===== config.mk =====
export PLATFORM = sky130hd
export DESIGN_NAME = pulse_period_histogram_flat
export DESIGN_NICKNAME = d
export VERILOG_FILES = /design/src/phh_pkg.sv /design/src/phh_item_if.sv /design/src/phh_result_if.sv /design/src/phh_ctrl.sv /design/src/phh_store.sv /design/src/pulse_period_histogram.sv /design/src/flat_wrapper.sv
export SDC_FILE = /design/constraint.sdc
export NUM_CORES = 2
export LEC_CHECK = 0
export BUFFER_PORTS_ARGS = -buffer_cell sky130_fd_sc_hd__buf_2
export CORE_MARGIN = 5
export CORE_UTILIZATION = 35
export CTS_CLUSTER_DIAMETER = 30
export DETAILED_ROUTE_END_ITERATION = 8
export HOLD_SLACK_MARGIN = 0.03
export PLACE_DENSITY = 0.52
export SYNTH_ARGS = -nofsm -noshare
export SYNTH_HDL_FRONTEND = slang
export SYNTH_SLANG_ARGS = --single-unit

===== constraint.sdc =====
create_clock -name clk -period 20.5 [get_ports clk]
set_input_delay 2.05 -clock clk [delete_from_list [all_inputs] [get_ports clk]]
set_output_delay 2.05 -clock clk [all_outputs]
set_load 0.005 [all_outputs]

===== src/phh_pkg.sv =====
// ---------------------------------------------------------------------------
// phh_pkg
// Widths, codes and shared types of the pulse period histogram.
// ---------------------------------------------------------------------------
package phh_pkg;

  localparam int BINS       = 101;
  localparam int BIN_W      = (BINS > 1) ? $clog2(BINS) : 1;
  localparam int OP_W       = 2;
  localparam int IDX_W      = 7;
  localparam int LL_W       = 14;
  localparam int ST_W       = 16;
  localparam int PERIOD_W   = 32;
  localparam int CNT_W      = 16;
  localparam int CFG_IDX_W  = 1;
  localparam int CFG_DATA_W = 16;

  localparam logic [LL_W-1:0] LL_RESET = LL_W'(950);
  localparam logic [ST_W-1:0] ST_RESET = ST_W'(1000);

  typedef enum logic [OP_W-1:0] {
    OP_TICK  = 2'd0,
    OP_START = 2'd1,
    OP_READ  = 2'd2
  } op_t;

  typedef enum logic [CFG_IDX_W-1:0] {
    REG_LOWER_LIMIT   = 1'b0,
    REG_SAMPLE_TARGET = 1'b1
  } cfg_reg_t;

  // Histogram access requested by the control stage
  typedef struct packed {
    logic             clear;
    logic             inc;
    logic             rd;
    logic [BIN_W-1:0] addr;
  } phh_lookup_t;

  // Period and run status of one transaction
  typedef struct packed {
    logic [PERIOD_W-1:0] period_us;
    logic                period_valid;
    logic                in_window;
    logic                run_done;
  } phh_status_t;

endpackage


===== src/phh_item_if.sv =====
// ---------------------------------------------------------------------------
// phh_item_if
// Input channel: operation, pin sample and bin index with valid/ready.
// ---------------------------------------------------------------------------
interface phh_item_if;
  import phh_pkg::*;

  logic             valid;
  logic             ready;
  logic [OP_W-1:0]  operation;
  logic             pin_level;
  logic [IDX_W-1:0] bin_index;

  modport source (output valid, output operation, output pin_level, output bin_index,
                  input ready);
  modport sink   (input valid, input operation, input pin_level, input bin_index,
                  output ready);
endinterface


===== src/phh_result_if.sv =====
// ---------------------------------------------------------------------------
// phh_result_if
// Result channel: measured period, flags and bin count with valid/ready.
// ---------------------------------------------------------------------------
interface phh_result_if;
  import phh_pkg::*;

  logic                valid;
  logic                ready;
  logic [PERIOD_W-1:0] period_us;
  logic                period_valid;
  logic                in_window;
  logic                run_done;
  logic [CNT_W-1:0]    bin_count;

  modport source (output valid, output period_us, output period_valid, output in_window,
                  output run_done, output bin_count, input ready);
  modport sink   (input valid, input period_us, input period_valid, input in_window,
                  input run_done, input bin_count, output ready);
endinterface


===== src/phh_ctrl.sv =====
// ---------------------------------------------------------------------------
// phh_ctrl
// Edge detection, period timing and run control for one transaction.
// ---------------------------------------------------------------------------
module phh_ctrl (
  input  logic                            clk,
  input  logic                            rst,
  input  logic                            advance,
  input  logic                            s1_valid,
  input  logic [phh_pkg::OP_W-1:0]        operation,
  input  logic                            pin_level,
  input  logic [phh_pkg::IDX_W-1:0]       bin_index,
  input  logic [phh_pkg::LL_W-1:0]        lower_limit,
  input  logic [phh_pkg::ST_W-1:0]        sample_target,
  output phh_pkg::phh_lookup_t            lookup,
  output phh_pkg::phh_status_t            status
);
  import phh_pkg::*;

  logic                seen_low, seen_low_next;
  logic                waiting, waiting_next;
  logic                running, running_next;
  // elapsed tracks tick clock minus edge start time
  logic [PERIOD_W-1:0] elapsed, elapsed_next;
  logic [ST_W-1:0]     periods_done, periods_done_next;

  logic [PERIOD_W-1:0] offset;
  logic                in_range;
  logic [ST_W-1:0]     done_inc;

  assign offset   = elapsed - PERIOD_W'(lower_limit);
  assign in_range = (elapsed >= PERIOD_W'(lower_limit)) && (offset < PERIOD_W'(BINS));
  assign done_inc = periods_done + ST_W'(1);

  always_comb begin
    seen_low_next       = seen_low;
    waiting_next        = waiting;
    running_next        = running;
    elapsed_next        = elapsed;
    periods_done_next   = periods_done;
    lookup              = '0;
    status.period_us    = '0;
    status.period_valid = 1'b0;
    status.in_window    = 1'b0;
    case (op_t'(operation))
      OP_TICK: begin
        if (running) begin
          elapsed_next = elapsed + PERIOD_W'(1);
          if (seen_low && pin_level) begin
            seen_low_next = 1'b0;
            if (!waiting) begin
              waiting_next = 1'b1;
              elapsed_next = PERIOD_W'(1);
            end else begin
              waiting_next        = 1'b0;
              status.period_us    = elapsed;
              status.period_valid = 1'b1;
              if (in_range) begin
                status.in_window = 1'b1;
                lookup.inc       = 1'b1;
                lookup.addr      = offset[BIN_W-1:0];
              end
              periods_done_next = done_inc;
              if (done_inc >= sample_target) begin
                running_next = 1'b0;
              end
            end
          end else if (!pin_level) begin
            seen_low_next = 1'b1;
          end
        end
      end
      OP_START: begin
        seen_low_next     = 1'b0;
        waiting_next      = 1'b0;
        running_next      = 1'b1;
        elapsed_next      = '0;
        periods_done_next = '0;
        lookup.clear      = 1'b1;
      end
      OP_READ: begin
        if (int'(bin_index) < BINS) begin
          lookup.rd   = 1'b1;
          lookup.addr = BIN_W'(bin_index);
        end
      end
      default: begin
      end
    endcase
    status.run_done = !running_next && (periods_done_next != '0);
  end

  always_ff @(posedge clk) begin
    if (rst) begin
      seen_low     <= 1'b0;
      waiting      <= 1'b0;
      running      <= 1'b0;
      elapsed      <= '0;
      periods_done <= '0;
    end else if (advance && s1_valid) begin
      seen_low     <= seen_low_next;
      waiting      <= waiting_next;
      running      <= running_next;
      elapsed      <= elapsed_next;
      periods_done <= periods_done_next;
    end
  end

endmodule


===== src/phh_store.sv =====
// ---------------------------------------------------------------------------
// phh_store
// Histogram memory with per-bin valid bits, read-modify-write and bypass.
// ---------------------------------------------------------------------------
module phh_store (
  input  logic                         clk,
  input  logic                         rst,
  input  logic                         advance,
  input  logic                         s1_valid,
  input  logic                         s2_valid,
  input  phh_pkg::phh_lookup_t         lookup,
  output logic [phh_pkg::CNT_W-1:0]    bin_count
);
  import phh_pkg::*;

  logic [CNT_W-1:0] mem [BINS];
  logic [BINS-1:0]  bin_valid;

  phh_lookup_t      s2_lookup;
  logic [CNT_W-1:0] mem_q;
  logic             valid_q;
  logic             fwd_hit;
  logic [CNT_W-1:0] fwd_data;

  logic [CNT_W-1:0] current;
  logic [CNT_W-1:0] wdata;
  logic             wr_en;

  // bypass a write to the same bin made in the cycle of the read
  assign current = fwd_hit ? fwd_data : (valid_q ? mem_q : '0);
  assign wdata   = current + CNT_W'(1);
  assign wr_en   = advance && s2_valid && s2_lookup.inc;

  assign bin_count = s2_lookup.rd ? current : '0;

  always_ff @(posedge clk) begin
    if (wr_en) begin
      mem[s2_lookup.addr] <= wdata;
    end
    if (advance) begin
      mem_q <= mem[lookup.addr];
    end
  end

  // a start clears every bin at once; it wins over an older increment
  always_ff @(posedge clk) begin
    if (rst) begin
      bin_valid <= '0;
    end else if (advance && s1_valid && lookup.clear) begin
      bin_valid <= '0;
    end else if (wr_en) begin
      bin_valid[s2_lookup.addr] <= 1'b1;
    end
  end

  always_ff @(posedge clk) begin
    if (advance) begin
      s2_lookup <= lookup;
      valid_q   <= bin_valid[lookup.addr];
      fwd_hit   <= wr_en && (s2_lookup.addr == lookup.addr);
      fwd_data  <= wdata;
    end
  end

endmodule


===== src/pulse_period_histogram.sv =====
// ---------------------------------------------------------------------------
// pulse_period_histogram
// Rising-edge period meter with a windowed histogram of the periods.
// ---------------------------------------------------------------------------
//   channel   dir  handshake      payload
//   cfg       in   cfg_write      cfg_index, cfg_data
//   item      in   valid/ready    operation, pin_level, bin_index
//   result    out  valid/ready    period_us, period_valid, in_window,
//                                 run_done, bin_count
//
// One transaction is accepted per cycle while the result is not stalled;
// its result is presented from the last of three register stages (input
// register, histogram read register, output register).
// The histogram read-modify-write spans the first two stages, with a bypass
// so consecutive transactions on one bin see each other.
// Reset is synchronous; no clearing pass is needed, as per-bin valid bits
// reset (and a start transaction clears) at once.
// A stalled result holds the whole pipeline; ready drops only then.
// ---------------------------------------------------------------------------
module pulse_period_histogram (
  input  logic                              clk,
  input  logic                              rst,
  input  logic                              cfg_write,
  input  logic [phh_pkg::CFG_IDX_W-1:0]     cfg_index,
  input  logic [phh_pkg::CFG_DATA_W-1:0]    cfg_data,
  phh_item_if.sink                          item,
  phh_result_if.source                      result
);
  import phh_pkg::*;

  // configuration registers
  logic [LL_W-1:0] lower_limit;
  logic [ST_W-1:0] sample_target;

  // pipeline control
  logic advance;
  logic s1_valid;
  logic s2_valid;
  logic out_valid;

  // input register
  logic [OP_W-1:0]  s1_operation;
  logic             s1_pin_level;
  logic [IDX_W-1:0] s1_bin_index;

  phh_lookup_t      lookup;
  phh_status_t      s1_status;
  phh_status_t      s2_status;
  logic [CNT_W-1:0] s2_bin_count;

  // output register
  phh_status_t      out_status;
  logic [CNT_W-1:0] out_bin_count;

  // Advance every stage unless the result waits untaken.
  assign advance    = !(out_valid && !result.ready);
  assign item.ready = advance;

  // Hold the configuration; the user must land a write between transactions, unenforced by the block.
  always_ff @(posedge clk) begin
    if (rst) begin
      lower_limit   <= LL_RESET;
      sample_target <= ST_RESET;
    end else if (cfg_write) begin
      case (cfg_reg_t'(cfg_index))
        REG_LOWER_LIMIT:   lower_limit   <= cfg_data[LL_W-1:0];
        REG_SAMPLE_TARGET: sample_target <= cfg_data[ST_W-1:0];
        default: begin
        end
      endcase
    end
  end

  always_ff @(posedge clk) begin
    if (rst) begin
      s1_valid  <= 1'b0;
      s2_valid  <= 1'b0;
      out_valid <= 1'b0;
    end else if (advance) begin
      s1_valid  <= item.valid;
      s2_valid  <= s1_valid;
      out_valid <= s2_valid;
    end
  end

  // Capture the transaction payload.
  always_ff @(posedge clk) begin
    if (advance) begin
      s1_operation <= item.operation;
      s1_pin_level <= item.pin_level;
      s1_bin_index <= item.bin_index;
    end
  end

  // Stage one: edge detection, timing and window test; issue the bin read.
  phh_ctrl u_ctrl (
    .clk           (clk),
    .rst           (rst),
    .advance       (advance),
    .s1_valid      (s1_valid),
    .operation     (s1_operation),
    .pin_level     (s1_pin_level),
    .bin_index     (s1_bin_index),
    .lower_limit   (lower_limit),
    .sample_target (sample_target),
    .lookup        (lookup),
    .status        (s1_status)
  );

  always_ff @(posedge clk) begin
    if (advance) begin
      s2_status <= s1_status;
    end
  end

  // Stage two: bin count out, incremented count written back.
  phh_store u_store (
    .clk       (clk),
    .rst       (rst),
    .advance   (advance),
    .s1_valid  (s1_valid),
    .s2_valid  (s2_valid),
    .lookup    (lookup),
    .bin_count (s2_bin_count)
  );

  always_ff @(posedge clk) begin
    if (advance) begin
      out_status    <= s2_status;
      out_bin_count <= s2_bin_count;
    end
  end

  assign result.valid        = out_valid;
  assign result.period_us    = out_status.period_us;
  assign result.period_valid = out_status.period_valid;
  assign result.in_window    = out_status.in_window;
  assign result.run_done     = out_status.run_done;
  assign result.bin_count    = out_bin_count;

endmodule


===== src/flat_wrapper.sv =====
// flat-port wrapper written by rule: the top's interface ports become plain ports
module pulse_period_histogram_flat import phh_pkg::*;
  (clk, rst, cfg_write, cfg_index, cfg_data, item_valid, item_operation, item_pin_level, item_bin_index, item_ready, result_valid, result_period_us, result_period_valid, result_in_window, result_run_done, result_bin_count, result_ready);
  phh_item_if item_i ();
  phh_result_if result_i ();
  input  logic clk;
  input  logic rst;
  input  logic cfg_write;
  input  logic [phh_pkg::CFG_IDX_W-1:0] cfg_index;
  input  logic [phh_pkg::CFG_DATA_W-1:0] cfg_data;
  input wire logic [$bits(item_i.valid)-1:0] item_valid;
  input wire logic [$bits(item_i.operation)-1:0] item_operation;
  input wire logic [$bits(item_i.pin_level)-1:0] item_pin_level;
  input wire logic [$bits(item_i.bin_index)-1:0] item_bin_index;
  output wire logic [$bits(item_i.ready)-1:0] item_ready;
  output wire logic [$bits(result_i.valid)-1:0] result_valid;
  output wire logic [$bits(result_i.period_us)-1:0] result_period_us;
  output wire logic [$bits(result_i.period_valid)-1:0] result_period_valid;
  output wire logic [$bits(result_i.in_window)-1:0] result_in_window;
  output wire logic [$bits(result_i.run_done)-1:0] result_run_done;
  output wire logic [$bits(result_i.bin_count)-1:0] result_bin_count;
  input wire logic [$bits(result_i.ready)-1:0] result_ready;
  assign item_i.valid = item_valid;
  assign item_i.operation = item_operation;
  assign item_i.pin_level = item_pin_level;
  assign item_i.bin_index = item_bin_index;
  assign item_ready = item_i.ready;
  assign result_valid = result_i.valid;
  assign result_period_us = result_i.period_us;
  assign result_period_valid = result_i.period_valid;
  assign result_in_window = result_i.in_window;
  assign result_run_done = result_i.run_done;
  assign result_bin_count = result_i.bin_count;
  assign result_i.ready = result_ready;
  pulse_period_histogram u_core (.clk(clk), .rst(rst), .cfg_write(cfg_write), .cfg_index(cfg_index), .cfg_data(cfg_data), .item(item_i), .result(result_i));
endmodule

## Yosys cells after proc, flatten, opt, wreduce, memory -nomap -nowiden

Memories as Yosys holds them, arrays and structs flattened. A register that Yosys moved wholly into a read port is not among the register bits.
Index checks and enable logic that the tools add are counted.

- Reduce and logical (&&, ||, !) cells: 25
- Mux-type cells: 38
- Add/subtract/negate cells: 4
- Equality and inequality tests: 6
- Bitwise logic cells: 2
- Order comparisons: 7

Operators with widths:

| kind | count |
|---|---|
| OR 101 bit | 1 |
| 2-to-1 mux 32 bit | 3 |
| 2-to-1 mux 16 bit | 5 |
| case mux 32 bit (2 select lines) | 1 |
| adder 16 x 1 -> 16 bit (second input constant) | 2 |
| adder 32 x 1 -> 32 bit (second input constant) | 1 |
| >= comparator 32 x 14 -> 1 bit | 1 |
| less-than comparator 32 x 7 -> 1 bit (second input constant) | 1 |
| case mux 16 bit (2 select lines) | 1 |
| subtractor 32 x 14 -> 32 bit | 1 |
| 2-to-1 mux 7 bit | 4 |
| >= comparator 16 bit | 1 |
| less-than comparator 7 x 8 -> 1 bit (second input constant) | 2 |
| 2-to-1 mux 1 bit | 16 |
| nonzero test 16 bit | 1 |
| case mux 7 bit (2 select lines) | 1 |
| AND reduction 4 bit | 3 |
| logical AND 1 bit | 10 |
| 2-to-1 mux 8 bit | 1 |
| binary-select mux 1 bit (select 7 bit) | 1 |
| demux 1 bit (select 7 bit) | 1 |
| equality test 7 bit | 1 |
| >= comparator 7 x 1 -> 1 bit (second input constant) | 1 |
| less-than comparator 7 bit (second input constant) | 1 |
| other kinds (13) | 21 |

- Flip-flop bits (word level): 307
- Memory bits (writable): 1616
- Word-level logic and storage cells: 111
- Bits of input ports: 32
- Output and inout port bits: 53
- Memories kept: 1

Memories:

| name | depth | width | rd ports | clocked after Yosys merged registers in | write ports | line | source |
|---|---|---|---|---|---|---|---|
| u_core.u_store.mem | 101 | 16 | 1 | 1 | 1 | phh_store.sv:16 | `logic [CNT_W-1:0] mem [BINS];` |

## Depth between registers and ports, before layout

- Word-level depth: 10
- Depth in mapped cells: 23
- Mapped depth without buffers: 18

## By module

From an unflattened synthesis, not the netlist that was laid out.

- Cells, all modules: 4279
- Area total of the unflattened synthesis: 77438.0 sq um

Modules (own cells, without submodules):

| module | instances | cells each | sequential area each (sq um) | area an instance (sq um) |
|---|---|---|---|---|
| phh_store | 1 | 3355 | 51839.7 | 68351.8 |
| phh_ctrl | 1 | 690 | 1021.0 | 4829.6 |
| pulse_period_histogram | 1 | 234 | 3543.4 | 4256.6 |

## Least setup slack after synthesis

No wires, ideal clock.

- Path kind: input -> register
- Start point: input port result_ready
- End point: register u_core.u_ctrl.elapsed[20]
- Stages on the path: 12
- Data arrival time: 8784 ps
- Path buffers: 2
- Library setup time: 71 ps
- Data required time: 20429 ps
- Setup slack: 11645 ps
- Cells stage by stage: nand2b_1 -> clkbuf_1 -> nand2_1 -> nor2_1 -> o21a_1 -> clkbuf_1 -> nand2_1 -> nor2_1 -> nand2_1 -> or2_2 -> or3_1 -> a21oi_1

- Word-level cells in the longest chain between the ends: 5

RTL lines:

| item | line | source |
|---|---|---|
| start: declaration | flat_wrapper.sv:22 | `input wire logic [$bits(result_i.ready)-1:0] result_ready;` |
| logical NOT 1 bit | pulse_period_histogram.sv:56 | `assign advance = !(out_valid && !result.ready);` |
| logical AND 1 bit | pulse_period_histogram.sv:56 |  |
| logical NOT 1 bit | pulse_period_histogram.sv:56 |  |
| named net item_ready | flat_wrapper.sv:15 | `output wire logic [$bits(item_i.ready)-1:0] item_ready;` |
| logical AND 1 bit | phh_ctrl.sv:100 | `end else if (advance && s1_valid) begin` |
| AND reduction 3 bit (no line) | - |  |
| end signal: assignment | phh_ctrl.sv:104 | `elapsed <= elapsed_next;` |
| end: declaration | phh_ctrl.sv:24 | `logic [PERIOD_W-1:0] elapsed, elapsed_next;` |

The timed path passes the listed nets, and every way through them passes these cells.
A chain may end at the register's enable or synchronous reset.

## Final worst setup path

- Start point: register u_core.u_ctrl.elapsed[0]
- End point: register u_core.u_store.mem_q[10] (read register of u_core.u_store.mem), data pin

- Word-level cells in the longest chain between the ends: 8
- Elaborated cells on any way between the ends: 9
- Those cells by class: add/sub: 1; order compare: 2; mux: 5; reduce/logical: 1

RTL lines:

| item | line | source |
|---|---|---|
| subtractor 32 x 14 -> 32 bit | phh_ctrl.sv:31 | `assign offset = elapsed - PERIOD_W'(lower_limit);` |
| less-than comparator 32 x 7 -> 1 bit | phh_ctrl.sv:32 | `assign in_range = (elapsed >= PERIOD_W'(lower_limit)) && (offset < PERIOD_W'(BINS));` |
| logical AND 1 bit | phh_ctrl.sv:32 |  |
| 2-to-1 mux 7 bit (*) | phh_ctrl.sv:58 | `if (in_range) begin` |
| 2-to-1 mux 7 bit (*) | phh_ctrl.sv:51 | `if (!waiting) begin` |
| 2-to-1 mux 7 bit (*) | phh_ctrl.sv:49 | `if (seen_low && pin_level) begin` |
| 2-to-1 mux 7 bit (*) | phh_ctrl.sv:47 | `if (running) begin` |
| case mux 7 bit (2 select lines) (*) | phh_ctrl.sv:45 | `case (op_t'(operation))` |
| end: declaration | phh_store.sv:20 | `logic [CNT_W-1:0] mem_q;` |

Mark *: on every way between the ends. The rest lies on a longest branch, timed or not.

==> results_dict.tcl <==
set metrics [dict create \
    status "complete, no violations" \
    clockBufferDepth 4 \
    ir_drop_mv 0.0865 \
    wirelength_um 246000 \
    grt_overflow_total 0 \
    skew_ps 73.5 \
    post-route-period-util_pct 41.9 \
    die_w_um 484 \
    fin_crit_ps 8600 \
    maxCapViolations 0 \
    final_hold_viol_count 0 \
    power.density_nw_per_um2 121 \
    cp.required_ps 21190 \
    cts_root_buffer "clkbuf_16" \
    wl_per_cell_um 24.9 \
    ys_warn_count 0 \
    std_cell_rows 174 \
    hold_class "flop to flop" \
    synth_nets 6281 \
    synth.top_cells.by_count "1754 x edfxtp_1, 1420 x nand2_1, 564 x nand3_1, 375 x a21oi_1, 263 x nor2_1" \
    grt_usage_pct 20.3 \
    nets 6618 \
    final.setup.tns_ps 0 \
    ff2ff_path_depth 21 \
    rsz0062_at_grt "false" \
    synth_top_cell_by_area "edfxtp_1" \
    dr.pass1.iters 6 \
    nFillCells 20400 \
    drc_errors 0 \
    multiInputGateArea_um2 20700 \
    insertion_delay_ps 950 \
    grt_pass1_wl_um 357000 \
    grt_pass1_vias 51400 \
    synth_area_um2 78600 \
    cts_setup_buffers 0 \
    synth_enable_flop_cells 1754 \
    core_um2 224000 \
    num_vias 53300 \
    antenna_left 0 \
    ys_seq_area_share_pct 71.8 \
    fmax_mhz 116 \
    worst_setup_path_end_kind "flop" \
    worstMarginPinSlew_ps 1290 \
    finalMaxSlewViolations 0 \
    cp_max_fo 124 \
    initial_utilization_pct 35.1 \
    hold_buffers 0 \
    hpwl_um 142000 \
    yosysMostFrequentCell "edfxtp_1" \
    cp-start-kind "flop" \
    first_iter_violations 5308 \
    seq_area_um2 56400 \
    netlist-cell-type-count 80 \
    clk_pin_slew_ps 50 \
    cp.arrival_ps 9290 \
    fin_ws_ps 11900 \
    drive_gt1_share_pct 15.0 \
    die_y_um 484 \
    syn_inst 6215 \
    tritoncts "done" \
    post-place-ws_ps 11830 \
    synth_area_per_cell_um2 12.6 \
    setup_violations 0 \
    io_buffers 84 \
    synth_area_leaders "edfxtp_1 67%, nand2_1 6.8%, dfxtp_1 4.7%" \
    vias_per_cell 5.38 \
    hold_path_depth 0 \
    cts_resized 0 \
    grt_max_degree 166 \
    area_delta_synth_final_pct 24.0 \
    slew_headroom_pct 14.2 \
    antenna_found_initial 15 \
    clock-sinks 1939 \
    cts_buffers 427 \
    ctsHtreeMaxLevel 5 \
    io_pins 85 \
    ys_seq_elements 1939 \
    async_flop_share_pct 0 \
    yosysTopAreaCellShare_pct 67.0 \
    path_class "flop to flop" \
    leakage_nw 35.6 \
    dieArea_um2 234000 \
    place_congestion 0.871 \
    synth_flop_cell "edfxtp_1" \
]
[state kept, by name, indices dropped and copies added, names as in the netlist, 32 cells and up]
name,cells
u_core.result.period_us,32
u_core.u_store.bin_valid,101
u_core.s2_status,35
u_core.u_store.mem,1616
u_core.u_ctrl.elapsed,32
[metrics by stage]
step	total power, mW	instances	utilization [%]	area (um2)	hold slack, ps
after floorplan	4.85	6215	-	78600	400
after detailed placement	5.12	9115	37.1	83100	405
final	11.8	9904	43.5	97400	416
after global routing	12.1	9895	43.5	97400	416
after global placement	5.11	9115	37.1	83100	401
after CTS	11.9	9892	43.5	97400	414
[worst paths after layout]
path / from / end / slack (ps)
worst max-delay path: u_core.u_ctrl.elapsed[0]$_SDFFE_PP0P_ / u_core.u_store.mem_q[10]$_DFFE_PN_ / 11900
worst max register to register: u_core.u_ctrl.elapsed[0]$_SDFFE_PP0P_ / u_core.u_store.mem_q[10]$_DFFE_PN_ / 11900
worst min-delay path: u_core.s2_status[31]$_SDFFCE_PN0N_ / u_core.result.period_us[28]$_DFFE_PN_ / 420
worst min register to register: u_core.s2_status[31]$_SDFFCE_PN0N_ / u_core.result.period_us[28]$_DFFE_PN_ / 420
[worst max-delay path, cell delays in order, from the launching register on]
cell      delay, ps
dfxtp_1         400
inv_1           110
ha_1            260
fa_1            440
nand2b_1        210
a211oi_1        430
o21ai_0         280
mux2i_1         240
or4bb_1         410
nor4_1          350
and4_1          500
a21oi_4          80
buf_4           320
inv_8           610
buf_4           700
buf_4           820
buf_4           830
nand2_1         130
a22oi_1         200
a22oi_1         130
a211o_1         400
nor4_1          340
[metal layers]
| metal | wire (um) | part of all wire (%) | track usage, % |
|---|---|---|---|
| met2 | 112000 | 45 | 31.5 |
| met3 | 18200 | 7.4 | 3.92 |
| met4 | 9240 | 3.8 | 7.96 |
| met1 | 107000 | 43 | 28.1 |
| met5 | 18 | 0.0073 | 0 |
[cell type report]
class                      instances  share of cell area (%)
tap                             2992                    3.84
timing repair buffer             295                    2.11
multi-input combinational       3832                    21.2
clock buffer                     515                    11.7
antenna                           12                  0.0308
clock inverter                   262                    3.06
sequential                      1939                    57.9
inverter                          57                   0.232
[cell usage in the layout, fill, tap and decap left out, types with 28 or more instances in the layout]
| cell | n |
|---|---|
| bufinv_16 | 60 |
| a31oi_1 | 72 |
| nor2_1 | 236 |
| o21ai_0 | 80 |
| edfxtp_1 | 1754 |
| clkinv_1 | 60 |
| a22oi_1 | 125 |
| clkbuf_16 | 432 |
| nor4_1 | 36 |
| a21oi_1 | 374 |
| buf_4 | 207 |
| clkinv_2 | 69 |
| o21a_1 | 106 |
| inv_1 | 53 |
| ha_1 | 32 |
| nor3_1 | 58 |
| and3_1 | 63 |
| nand3_1 | 562 |
| clkinvlp_4 | 37 |
| mux2i_1 | 191 |
| buf_2 | 84 |
| dfxtp_1 | 185 |
| clkbuf_1 | 60 |
| and2_1 | 38 |
| nand4_1 | 28 |
| nand2_1 | 1420 |
[report_power, final]
part | total, mW | switching [mW] | internal (mW)
Combinational | 0.558 | 0.447 | 0.111
Clock | 6.75 | 2.11 | 4.65
Sequential | 4.49 | 0.0252 | 4.47
Total | 11.8 | 2.58 | 9.22
[cells by family (layout without fill, tap and decap cells)]
kind of cell,Yosys count,count (layout),share of synthesized area [%]
buffers and inverters,444,1129,2.38
flip-flops,1939,1939,71.8
AND/OR/NAND/NOR,2582,2582,14.3
multiplexers,191,191,2.43
AO/OA/AOI/OAI,966,966,7.86
other,0,12,0
XOR/XNOR,59,59,0.658
adder cells (fa/ha/maj),34,34,0.551
Power figures use the tool's default switching activity.
